==> src/rtl/bsa_pkg.sv <==
// bsa_pkg: shared types and constants of the bitmap slot allocator
`default_nettype none

package bsa_pkg;

   localparam int ADDR_W       = 32;
   localparam int LOG_W        = 4;
   localparam int SLOT_FIELD_W = 6;
   localparam int CSR_INDEX_W  = 1;
   localparam int CSR_DATA_W   = 32;

   localparam logic [LOG_W-1:0] SIZE_LOG2_RESET = 4'd4;

   localparam logic [CSR_INDEX_W-1:0] CSR_POOL_BASE = 1'd0;
   localparam logic [CSR_INDEX_W-1:0] CSR_SIZE_LOG2 = 1'd1;

   typedef enum logic {
      KIND_ALLOC = 1'b0,
      KIND_FREE  = 1'b1
   } kind_type;

   typedef enum logic [2:0] {
      ST_OK        = 3'd0,
      ST_FULL      = 3'd1,
      ST_NULL      = 3'd2,
      ST_OUTSIDE   = 3'd3,
      ST_NOT_ALLOC = 3'd4
   } status_type;

   typedef struct packed {
      kind_type          kind;
      logic [ADDR_W-1:0] address;
   } req_type;

   typedef struct packed {
      status_type              status;
      logic [SLOT_FIELD_W-1:0] slot;
      logic [ADDR_W-1:0]       block_address;
   } rsp_type;

endpackage

`default_nettype wire

==> src/rtl/bsa_lowest.sv <==
// bsa_lowest: lowest set bit of the free map, as one-hot mask and index
`default_nettype none

module bsa_lowest #(
   parameter int WIDTH = 64
) (
   input  wire logic [WIDTH-1:0]         map,
   output logic      [WIDTH-1:0]         onehot,
   output logic      [$clog2(WIDTH)-1:0] index,
   output logic                          found
);

   localparam int IDX_W = $clog2(WIDTH);

   assign onehot = map & (~map + WIDTH'(1));
   assign found  = |map;

   always_comb begin
      index = '0;
      for (int i = 0; i < WIDTH; i++) begin
         if (onehot[i]) begin
            index = index | IDX_W'(i);
         end
      end
   end

endmodule

`default_nettype wire

==> src/rtl/bitmap_slot_allocator_core.sv <==
// bitmap_slot_allocator_core: fixed-size block allocator over a free bitmap
//
// req channel: one beat per request, kind allocate or free, with the address
// to free. rsp channel: exactly one beat per request, in request order, with
// status, slot and the allocated block address.
// csr port: index 0 pool base, index 1 log2 of the block size; the user must
// write it only while no request is in flight; the block does not enforce it.
// a request accepted into the request register is worked through the priority
// pick or the range check, and its result is registered in the rsp register.
// one request per cycle is sustained while the rsp beat is not stalled; the
// free map is read and updated as the result is registered, so the next
// request already sees its effect.
// a stalled rsp beat holds; the request register then fills and req_stall
// rises until the rsp beat is taken.
// reset (synchronous) empties both registers, marks every slot free, sets
// the pool base to 0 and the size log2 to 4.
`default_nettype none

module bitmap_slot_allocator_core #(
   parameter int SLOTS = 64
) (
   input  wire logic                            clock,
   input  wire logic                            reset,
   input  wire logic                            req_valid,
   output logic                                 req_stall,
   input  wire bsa_pkg::req_type                req_data,
   output logic                                 rsp_valid,
   input  wire logic                            rsp_stall,
   output bsa_pkg::rsp_type                     rsp_data,
   input  wire logic                            csr_write,
   input  wire logic [bsa_pkg::CSR_INDEX_W-1:0] csr_index,
   input  wire logic [bsa_pkg::CSR_DATA_W-1:0]  csr_wdata
);

   import bsa_pkg::*;

   localparam int SLOT_W = $clog2(SLOTS);
   localparam int SPAN_W = $clog2(SLOTS + 1) + (1 << LOG_W);
   localparam int CMP_W  = (SPAN_W > ADDR_W) ? SPAN_W : ADDR_W;

   logic [ADDR_W-1:0] pool_base_ff, pool_base_in;
   logic [LOG_W-1:0]  size_log2_ff, size_log2_in;
   logic [SLOTS-1:0]  free_map_ff, free_map_in;
   logic              in_valid_ff, in_valid_in;
   req_type           req_ff, req_in;
   logic              rsp_valid_ff, rsp_valid_in;
   rsp_type           rsp_ff, rsp_in;

   logic              take;
   logic              fire;
   logic [SLOTS-1:0]  pick_onehot;
   logic [SLOT_W-1:0] pick_index;
   logic              pick_found;
   logic [ADDR_W-1:0] offset;
   logic [CMP_W-1:0]  span;
   logic              in_pool;
   logic [ADDR_W-1:0] shifted;
   logic [SLOT_W-1:0] free_index;
   logic [SLOTS-1:0]  free_onehot;
   logic              slot_used;
   logic [ADDR_W-1:0] alloc_address;
   rsp_type           result;

   bsa_lowest #(
      .WIDTH (SLOTS)
   ) u_lowest (
      .map    (free_map_ff),
      .onehot (pick_onehot),
      .index  (pick_index),
      .found  (pick_found)
   );

   assign take      = !rsp_valid_ff || !rsp_stall;
   assign fire      = in_valid_ff && take;
   assign req_stall = in_valid_ff && !take;
   assign rsp_valid = rsp_valid_ff;
   assign rsp_data  = rsp_ff;

   // range check and slot decode of a free, and the address of an allocation
   assign offset        = req_ff.address - pool_base_ff;
   assign span          = CMP_W'(SLOTS) << size_log2_ff;
   assign in_pool       = CMP_W'(offset) < span;
   assign shifted       = offset >> size_log2_ff;
   assign free_index    = shifted[SLOT_W-1:0];
   assign free_onehot   = SLOTS'(1) << free_index;
   assign slot_used     = in_pool && !free_map_ff[free_index];
   assign alloc_address = pool_base_ff + (ADDR_W'(pick_index) << size_log2_ff);

   always_comb begin
      result.status        = ST_OK;
      result.slot          = '0;
      result.block_address = '0;
      free_map_in          = free_map_ff;
      if (req_ff.kind == KIND_ALLOC) begin
         if (pick_found) begin
            result.slot          = SLOT_FIELD_W'(pick_index);
            result.block_address = alloc_address;
            free_map_in          = free_map_ff & ~pick_onehot;
         end else begin
            result.status = ST_FULL;
         end
      end else if (req_ff.address == '0) begin
         result.status = ST_NULL;
      end else if (!in_pool) begin
         result.status = ST_OUTSIDE;
      end else if (!slot_used) begin
         result.status = ST_NOT_ALLOC;
      end else begin
         result.slot = SLOT_FIELD_W'(free_index);
         free_map_in = free_map_ff | free_onehot;
      end
      if (!fire) begin
         free_map_in = free_map_ff;
      end
   end

   always_comb begin
      in_valid_in  = in_valid_ff;
      req_in       = req_ff;
      rsp_valid_in = rsp_valid_ff;
      rsp_in       = rsp_ff;
      if (!req_stall) begin
         in_valid_in = req_valid;
         if (req_valid) begin
            req_in = req_data;
         end
      end
      if (take) begin
         rsp_valid_in = in_valid_ff;
         if (in_valid_ff) begin
            rsp_in = result;
         end
      end
   end

   always_comb begin
      pool_base_in = pool_base_ff;
      size_log2_in = size_log2_ff;
      if (csr_write) begin
         case (csr_index)
            CSR_POOL_BASE: pool_base_in = csr_wdata[ADDR_W-1:0];
            CSR_SIZE_LOG2: size_log2_in = csr_wdata[LOG_W-1:0];
            default: ;
         endcase
      end
   end

   always_ff @(posedge clock) begin
      if (reset) begin
         pool_base_ff <= '0;
         size_log2_ff <= SIZE_LOG2_RESET;
         free_map_ff  <= '1;
         in_valid_ff  <= 1'b0;
         rsp_valid_ff <= 1'b0;
      end else begin
         pool_base_ff <= pool_base_in;
         size_log2_ff <= size_log2_in;
         free_map_ff  <= free_map_in;
         in_valid_ff  <= in_valid_in;
         rsp_valid_ff <= rsp_valid_in;
      end
   end

   always_ff @(posedge clock) begin
      req_ff <= req_in;
      rsp_ff <= rsp_in;
   end

   // every slot free straight after reset
   assert property (@(posedge clock) reset |=> free_map_ff == {SLOTS{1'b1}})
      else $error("free map not all free after reset");

   // at most one slot changes per cycle
   assert property (@(posedge clock) disable iff (reset)
      1'b1 |=> $countones(free_map_ff ^ $past(free_map_ff)) <= 1)
      else $error("more than one slot changed in one cycle");

   // a granted allocation removes exactly one free slot
   assert property (@(posedge clock) disable iff (reset)
      fire && req_ff.kind == KIND_ALLOC && pick_found
      |=> $countones(free_map_ff) == $countones($past(free_map_ff)) - 1)
      else $error("allocation did not take exactly one slot");

endmodule

`default_nettype wire

==> config.mk <==
export PLATFORM = sky130hd
export DESIGN_NAME = bitmap_slot_allocator_core
export DESIGN_NICKNAME = d
export VERILOG_FILES = /design/src/rtl/bsa_pkg.sv /design/src/rtl/bsa_lowest.sv /design/src/rtl/bitmap_slot_allocator_core.sv
export SDC_FILE = /design/constraint.sdc
export NUM_CORES = 1
export LEC_CHECK = 0
export ABC_CLOCK_PERIOD_IN_PS = 15800
export BUFFER_PORTS_ARGS = -buffer_cell sky130_fd_sc_hd__buf_2
export CORE_ASPECT_RATIO = 1.75
export CORE_MARGIN = 1.5
export CORE_UTILIZATION = 45
export CTS_CLUSTER_DIAMETER = 120
export DETAILED_ROUTE_END_ITERATION = 12
export SLEW_MARGIN = 20
export SYNTH_ARGS = -nofsm -noshare
export SYNTH_HDL_FRONTEND = slang
export SYNTH_SLANG_ARGS = --single-unit
==> constraint.sdc <==
create_clock -name clock -period 15.8 [get_ports clock]
set_clock_uncertainty 0.15 [all_clocks]
set_input_delay 0 -clock clock [delete_from_list [all_inputs] [get_ports clock]]
set_output_delay 0 -clock clock [all_outputs]
set_load 0.02 [all_outputs]
Word level (Yosys, flattened, before mapping):

Cells that the tools add are included.

* bits in registers: 176
* input port bits: 71
* output and inout port bits: 43

* add/sub/neg operators: 3
* order comparisons: 2
* equality and inequality tests: 6
* shifts and indexed selects: 4
* mux-type cells: 109
* bitwise logic cells: 6
* reductions and logical operators: 17

Operator list (number)
* $mux W64: 12
* $mux W6: 41
* $and A64 B64 Y64: 2
* $not A64 Y64: 2
* $mux W32: 3
* $mux W41: 2
* $mux W5: 16
* $mux W38: 2
* $mux W33: 2
* $add A64 B1 Y64 const B: 1
* $or A64 B64 Y64: 1
* $reduce_or A64 Y1: 1
* $shl A1 B6 Y64 const A: 1
* $mux W3: 14
* $mux W4: 10
* $add A32 B32 Y32: 1
* $logic_not A32 Y1: 1
* $lt A32 B32 Y1: 1
* $shl A6 B4 Y32: 1
* $shl A7 B4 Y32 const A: 1
* $shr A32 B4 Y6: 1
* $sub A32 B32 Y32: 1
* $mux W9: 1
* $reduce_and A2 Y1: 4
* other kinds (12): 25

Longest topological paths before layout:

* depth in word-level cells: 73
* depth in mapped cells: 32

Cells and area by module:

From an unflattened synthesis, not the netlist that was laid out.

* cells, all modules: 1802
* area, all modules: 14243.7 um^2

By module, submodules not included
* bitmap_slot_allocator_core: times used 1, cells each 1513, area an instance 12517.0 um^2, seq. area each 4264.1 um^2
* bsa_lowest: times used 1, cells each 289, area an instance 1726.7 um^2, seq. area each 0.0 um^2

Worst setup path after synthesis:

No wires, ideal clock.

* path type: register to register
* start point: register free_map_ff[0]
* end point: register rsp_ff (netlist bit rsp_data[30]), data pin
* setup time: 0.147 ns
* data arrival time: 6.175 ns
* setup slack: 9.328 ns
* stages on the path, launching flop included: 30
* buffers on the path: 1
* clock period less this slack: 6.472 ns
* path through: dfxtp_1 -> nor4_4 -> nand3_2 -> nor4_4 -> nand3_4 -> or3_1 -> or3_1 -> buf_6 -> nor3_4 -> a32o_1 -> nor3_1 -> nand3_1 -> nor2_1 -> a211oi_1 -> nand2_1 -> fa_1 -> nor2b_1 -> o21ai_0 -> a21boi_0 -> o21ai_0 -> a21boi_0 -> o2111ai_1 -> a31oi_1 -> a21o_1 -> a21oi_1 -> nand4b_1 -> a31oi_1 -> a31oi_1 -> or3_1 -> a21oi_1

* longest elaborated chain between the ends: 73

RTL lines
* start, declared: RTL line bitmap_slot_allocator_core.sv:43 `logic [SLOTS-1:0] free_map_ff, free_map_in;`
* start signal, assigned: RTL line bitmap_slot_allocator_core.sv:158 `free_map_ff <= free_map_in;`
* $not A64 Y64: RTL line bsa_lowest.sv:15 `assign onehot = map & (~map + WIDTH'(1));`
* $add A64 B1 Y64: RTL line bsa_lowest.sv:15
* $and A64 B64 Y64: RTL line bsa_lowest.sv:15
* $mux W1: RTL line bsa_lowest.sv:21 `if (onehot[i]) begin`
* $mux W2 (2 in a row): RTL line bsa_lowest.sv:21
* $mux W3 (4 in a row): RTL line bsa_lowest.sv:21
* $mux W4 (8 in a row): RTL line bsa_lowest.sv:21
* $mux W5 (16 in a row): RTL line bsa_lowest.sv:21
* $mux W6 (32 in a row): RTL line bsa_lowest.sv:21
* $shl A6 B4 Y32: RTL line bitmap_slot_allocator_core.sv:87 `assign alloc_address = pool_base_ff + (ADDR_W'(pick_index) << size_log2_ff);`
* $add A32 B32 Y32: RTL line bitmap_slot_allocator_core.sv:87
* $mux W38 (*): RTL line bitmap_slot_allocator_core.sv:95 `if (pick_found) begin`
* $mux W38 (*): RTL line bitmap_slot_allocator_core.sv:94 `if (req_ff.kind == KIND_ALLOC) begin`
* $mux W32 (*): RTL line bitmap_slot_allocator_core.sv:94
* $mux W41 (*): RTL line bitmap_slot_allocator_core.sv:130 `if (in_valid_ff) begin`
* $mux W41 (*): RTL line bitmap_slot_allocator_core.sv:128 `if (take) begin`
* end signal, assigned: RTL line bitmap_slot_allocator_core.sv:166 `rsp_ff <= rsp_in;`
* end, declared: RTL line bitmap_slot_allocator_core.sv:47 `rsp_type rsp_ff, rsp_in;`

Mark *: on every way between the ends. The rest lies on a longest branch, timed or not. The select of a mux whose other input is x is not followed.
A chain may end at the register's enable or synchronous reset.

Worst setup path in the final report:

Ends and elaborated chain as after synthesis.

==> impl_metrics.tcl <==
set metrics [dict create \
    status "finished clean" \
    vias_per_cell 6.298 \
    nets 1919 \
    seq_area_frac_synth_pct 32.85 \
    synth_xor_area_share_pct 2.420 \
    hold_viol_final 0 \
    setup-violations-final 0 \
    whs_path_depth 3 \
    p_int_mw 0.8521 \
    grt_max_degree 52 \
    synth_edf_count 74 \
    core_um2 28520 \
    worst-path-buf-inv 0 \
    fin_crit_sh_pct 52.49 \
    ys_warn_count 0 \
    antenna_found_initial 1 \
    tns_ps 0 \
    die_h_um 227.7 \
    end_kind "flop" \
    place.gp.congestion 1.050 \
    ys.flop_type "dfxtp_1" \
    crit_required_ps 15960 \
    synth_simple_gate_area_share_pct 24.42 \
    min_period_ps 8294 \
    critPathTopFamily "simple AND/OR/NAND/NOR gates" \
    cts_buffers 17 \
    muxShareOfSynthArea_pct 2.439 \
    fill_cells 2798 \
    power_leakage_nw 5.842 \
    io_buffers 113 \
    worstMarginPinSlew_ps 1255 \
    synth_top_family_by_area "compound AO/OA/AOI/OAI gates" \
    cts.clk_slew.worst_paths_ps 80 \
    ir_drop_v 0.00009684 \
    crit_arrival_ps 8450 \
    start_util_pct 45.51 \
    avgSynthCellArea_um2 7.953 \
    syn_to_final_growth_pct 16.90 \
    whs_ps 46.88 \
    routedWlPerCell_um 25.11 \
    powerDensity_nw_per_um2 88.66 \
    timing.slew.headroom_pct 15.58 \
    drtPass1Iterations 7 \
    r2r_cells 27 \
    drt_iter0_drc 996 \
    min_to "pool_base_ff[18]" \
    clock_path_buffers 2 \
    drive_above_1_share_pct 11.67 \
    slew_violations 0 \
    numClockSinks 176 \
    syn_area_um2 12980 \
    crit_path_max_fanout 8 \
    r2r-start "free_map_ff[0]" \
    wirelength_um 54500 \
    hp-class "input pin to flop" \
    worst_path_largest_cell_delay_ps 770 \
    syn_inst 1632 \
    rrSetupSlack_ps 7510 \
    synth-compound-area-share_pct 25.47 \
    p_comb_share_pct 29.9 \
    max_cap_violations 0 \
    synth-async-reset-ratio_pct 0 \
    syn_nets 1773 \
    htree_levels 4 \
    path_class "flop to flop" \
    cts_setup_buffers 0 \
    grt-ovfl-total 0 \
    die_area_um2 29910 \
    ys_types 102 \
    track_usage_pct 36.31 \
    clockRootBuffer "clkbuf_16" \
    critPathLaunchType "flop" \
    dp_hpwl_um 41910 \
    rows 82 \
    swShare_pct 36.66 \
    drc 0 \
    hold_start "reset" \
    p_sw_mw 0.4932 \
    p_clk_share_pct 32.9 \
    insertion_delay_ps 470 \
    die_x_um 131.4 \
    fmax_mhz 120.6 \
    yosys.area_share.adder_pct 6.863 \
    slowest_stage "nor3_1" \
    first_global_vias 13541 \
    grt_pass1_wl_um 80760 \
    io_pins 114 \
    ys_seq_elements 176 \
    p_seq_share_pct 37.1 \
    cts_tree "yes" \
    vias 13667 \
    ant_nets 0 \
    rsz0062_at_grt "false" \
    worstReg2RegEnd "rsp_data[30]" \
]
[registers in the layout, indices dropped and copies added, names as in the netlist]
signal,count
rsp_valid,1
in_valid_ff,1
free_map_ff,64
rsp_data,41
pool_base_ff,32
req_ff,33
size_log2_ff,4
[worst max path at each step]
stage	startpoint	to	slack (ps)	cells past startpoint
6_report	free_map_ff[0]	rsp_data[30]	7510	27
5_1_grt	free_map_ff[0]	rsp_data[22]	6810	28
4_1_cts	free_map_ff[0]	rsp_data[30]	7770	27
3_5_place_dp	free_map_ff[0]	rsp_data[28]	7850	28
3_3_place_gp	free_map_ff[0]	rsp_data[28]	7920	28
2_1_floorplan	free_map_ff[0]	rsp_data[30]	9330	29
[final cells by class]
| cell class | instances | area (µm²) | share of cell area, % |
|---|---|---|---|
| inverter | 98 | 367.9 | 2.424 |
| clock buffer | 19 | 454.2 | 2.993 |
| tap | 378 | 473.0 | 3.117 |
| multi-input combinational | 1279 | 8013 | 52.81 |
| antenna | 1 | 2.502 | 0.01649 |
| sequential | 176 | 4264 | 28.10 |
| timing repair buffer | 206 | 1456 | 9.598 |
| clock inverter | 13 | 142.6 | 0.9401 |
[routing by layer]
| metal | vias up | share of wire [%] | global-route usage (%) |
|---|---|---|---|
| met5 | - | 0 | 0 |
| met4 | 0 | 11 | 35.59 |
| met3 | 261 | 4.9 | 5.522 |
| met2 | 635 | 52 | 69.04 |
| met1 | 6459 | 31 | 32.31 |
| li1 | 6312 | - | - |
[cells by family (layout without fill, tap and decap cells)]
logic type	count (synthesis)	after routing
DFF	176	176
muxes	27	27
xor gates and xnor gates	35	35
AOI/OAI and AO/OA	500	500
buffers and inverters	177	336
and+or+nand+nor	647	647
adders and majority gates	70	70
other	0	1
[cell usage after synthesis, types with 6 or more instances]
library cell  instances  area (µm²)
nand2_1             215       807.0
nor2_1              158       593.1
a21oi_1             153       765.7
dfxtp_1             102        2042
inv_1                95       356.6
o21ai_0              88       440.4
edfxtp_1             74        2222
ha_1                 68       850.8
clkbuf_1             55       206.5
nand3_1              47       235.2
nor3_1               44       220.2
a21o_1               26       195.2
or3_1                25       156.4
and2_1               22       137.6
nand2b_1             22       137.6
nor4_1               22       137.6
o31ai_1              22       165.2
xnor2_1              22       192.7
a31oi_1              20       125.1
mux2i_1              17       170.2
nand4_1              17       106.4
a211oi_1             16       120.1
o211ai_1             15       112.6
o21a_1               15       112.6
o22ai_1              13       81.33
and3_1               12       75.07
xor2_1               12       105.1
nor2b_1              11       68.82
a221oi_1             10       87.58
a32o_1               10       100.1
buf_1                 9       33.78
a221o_1               8       80.08
buf_2                 8       40.04
o21ai_1               8       40.04
a2111oi_0             7       61.31
a211o_1               7       61.31
nand4b_1              7       61.31
nor3b_1               7       52.55
mux2_2                6       67.56
or2_2                 6       37.54
[power groups by stage]
stage | logic [mW] | clock network (mW) | registers, mW
floorplan | 0.245 | 0 | 0.511
global placement | 0.377 | 0 | 0.510
detailed placement | 0.374 | 0 | 0.510
CTS | 0.390 | 0.449 | 0.500
global route | 0.428 | 0.460 | 0.501
finish | 0.403 | 0.443 | 0.500
[repair_timing]
action / 4_1_cts / 5_1_grt
hold endpoints to repair: 72 / 0
hold buffers: 77 / 0
resized for setup: 0 / 0
[per-stage QoR]
stage / utilization (%) / power (mW) / worst slack (ps) / instances / instance area, µm²
floorplan: - / 0.7563 / 9328 / 1632 / 12980
global placement: 48.37 / 0.8865 / 7920 / 2060 / 13800
detailed placement: 48.37 / 0.8839 / 7848 / 2060 / 13800
CTS: 53.17 / 1.339 / 7766 / 2169 / 15160
global route: 53.19 / 1.388 / 6805 / 2169 / 15170
finish: 53.20 / 1.345 / 7506 / 2170 / 15170
[layout by cell type, fill, tap and decap left out, types with 16 or more instances in the layout]
cell type,Yosys,routed
o31ai_1,22,22
inv_1,95,94
a31oi_1,20,20
dlygate4sd3_1,0,77
nor2_1,158,158
and2_1,22,22
xnor2_1,22,22
ha_1,68,68
nand4_1,17,17
buf_4,2,16
nand2_1,215,215
clkbuf_16,0,18
a21oi_1,153,153
nand3_1,47,47
buf_2,8,113
mux2i_1,17,17
o21ai_0,88,88
nor3_1,44,44
or3_1,25,25
a211oi_1,16,16
a21o_1,26,26
edfxtp_1,74,74
nor4_1,22,22
dfxtp_1,102,102
nand2b_1,22,22
[worst reg2reg max path, cell delays in order, from the launching register on]
cell and delay [ps]:
dfxtp_1 380, nor4_4 640, nand3_2 230, or3_1 410, nor3_1 770, nand2_1 400
or3_1 500, o221ai_1 250, a221oi_1 180, nand4b_1 180, nor2_1 90, a211oi_1 510
nand2_1 180, fa_1 430, nor2b_1 150, o21ai_0 120, a21boi_0 250, o21ai_0 130
a21boi_0 340, o2111ai_1 210, a31oi_1 260, a21o_1 160, a21oi_1 90, nand4b_1 210
a31oi_1 200, a31oi_1 230, or3_1 360, a21oi_1 140
(Power assumes the default switching activity.)
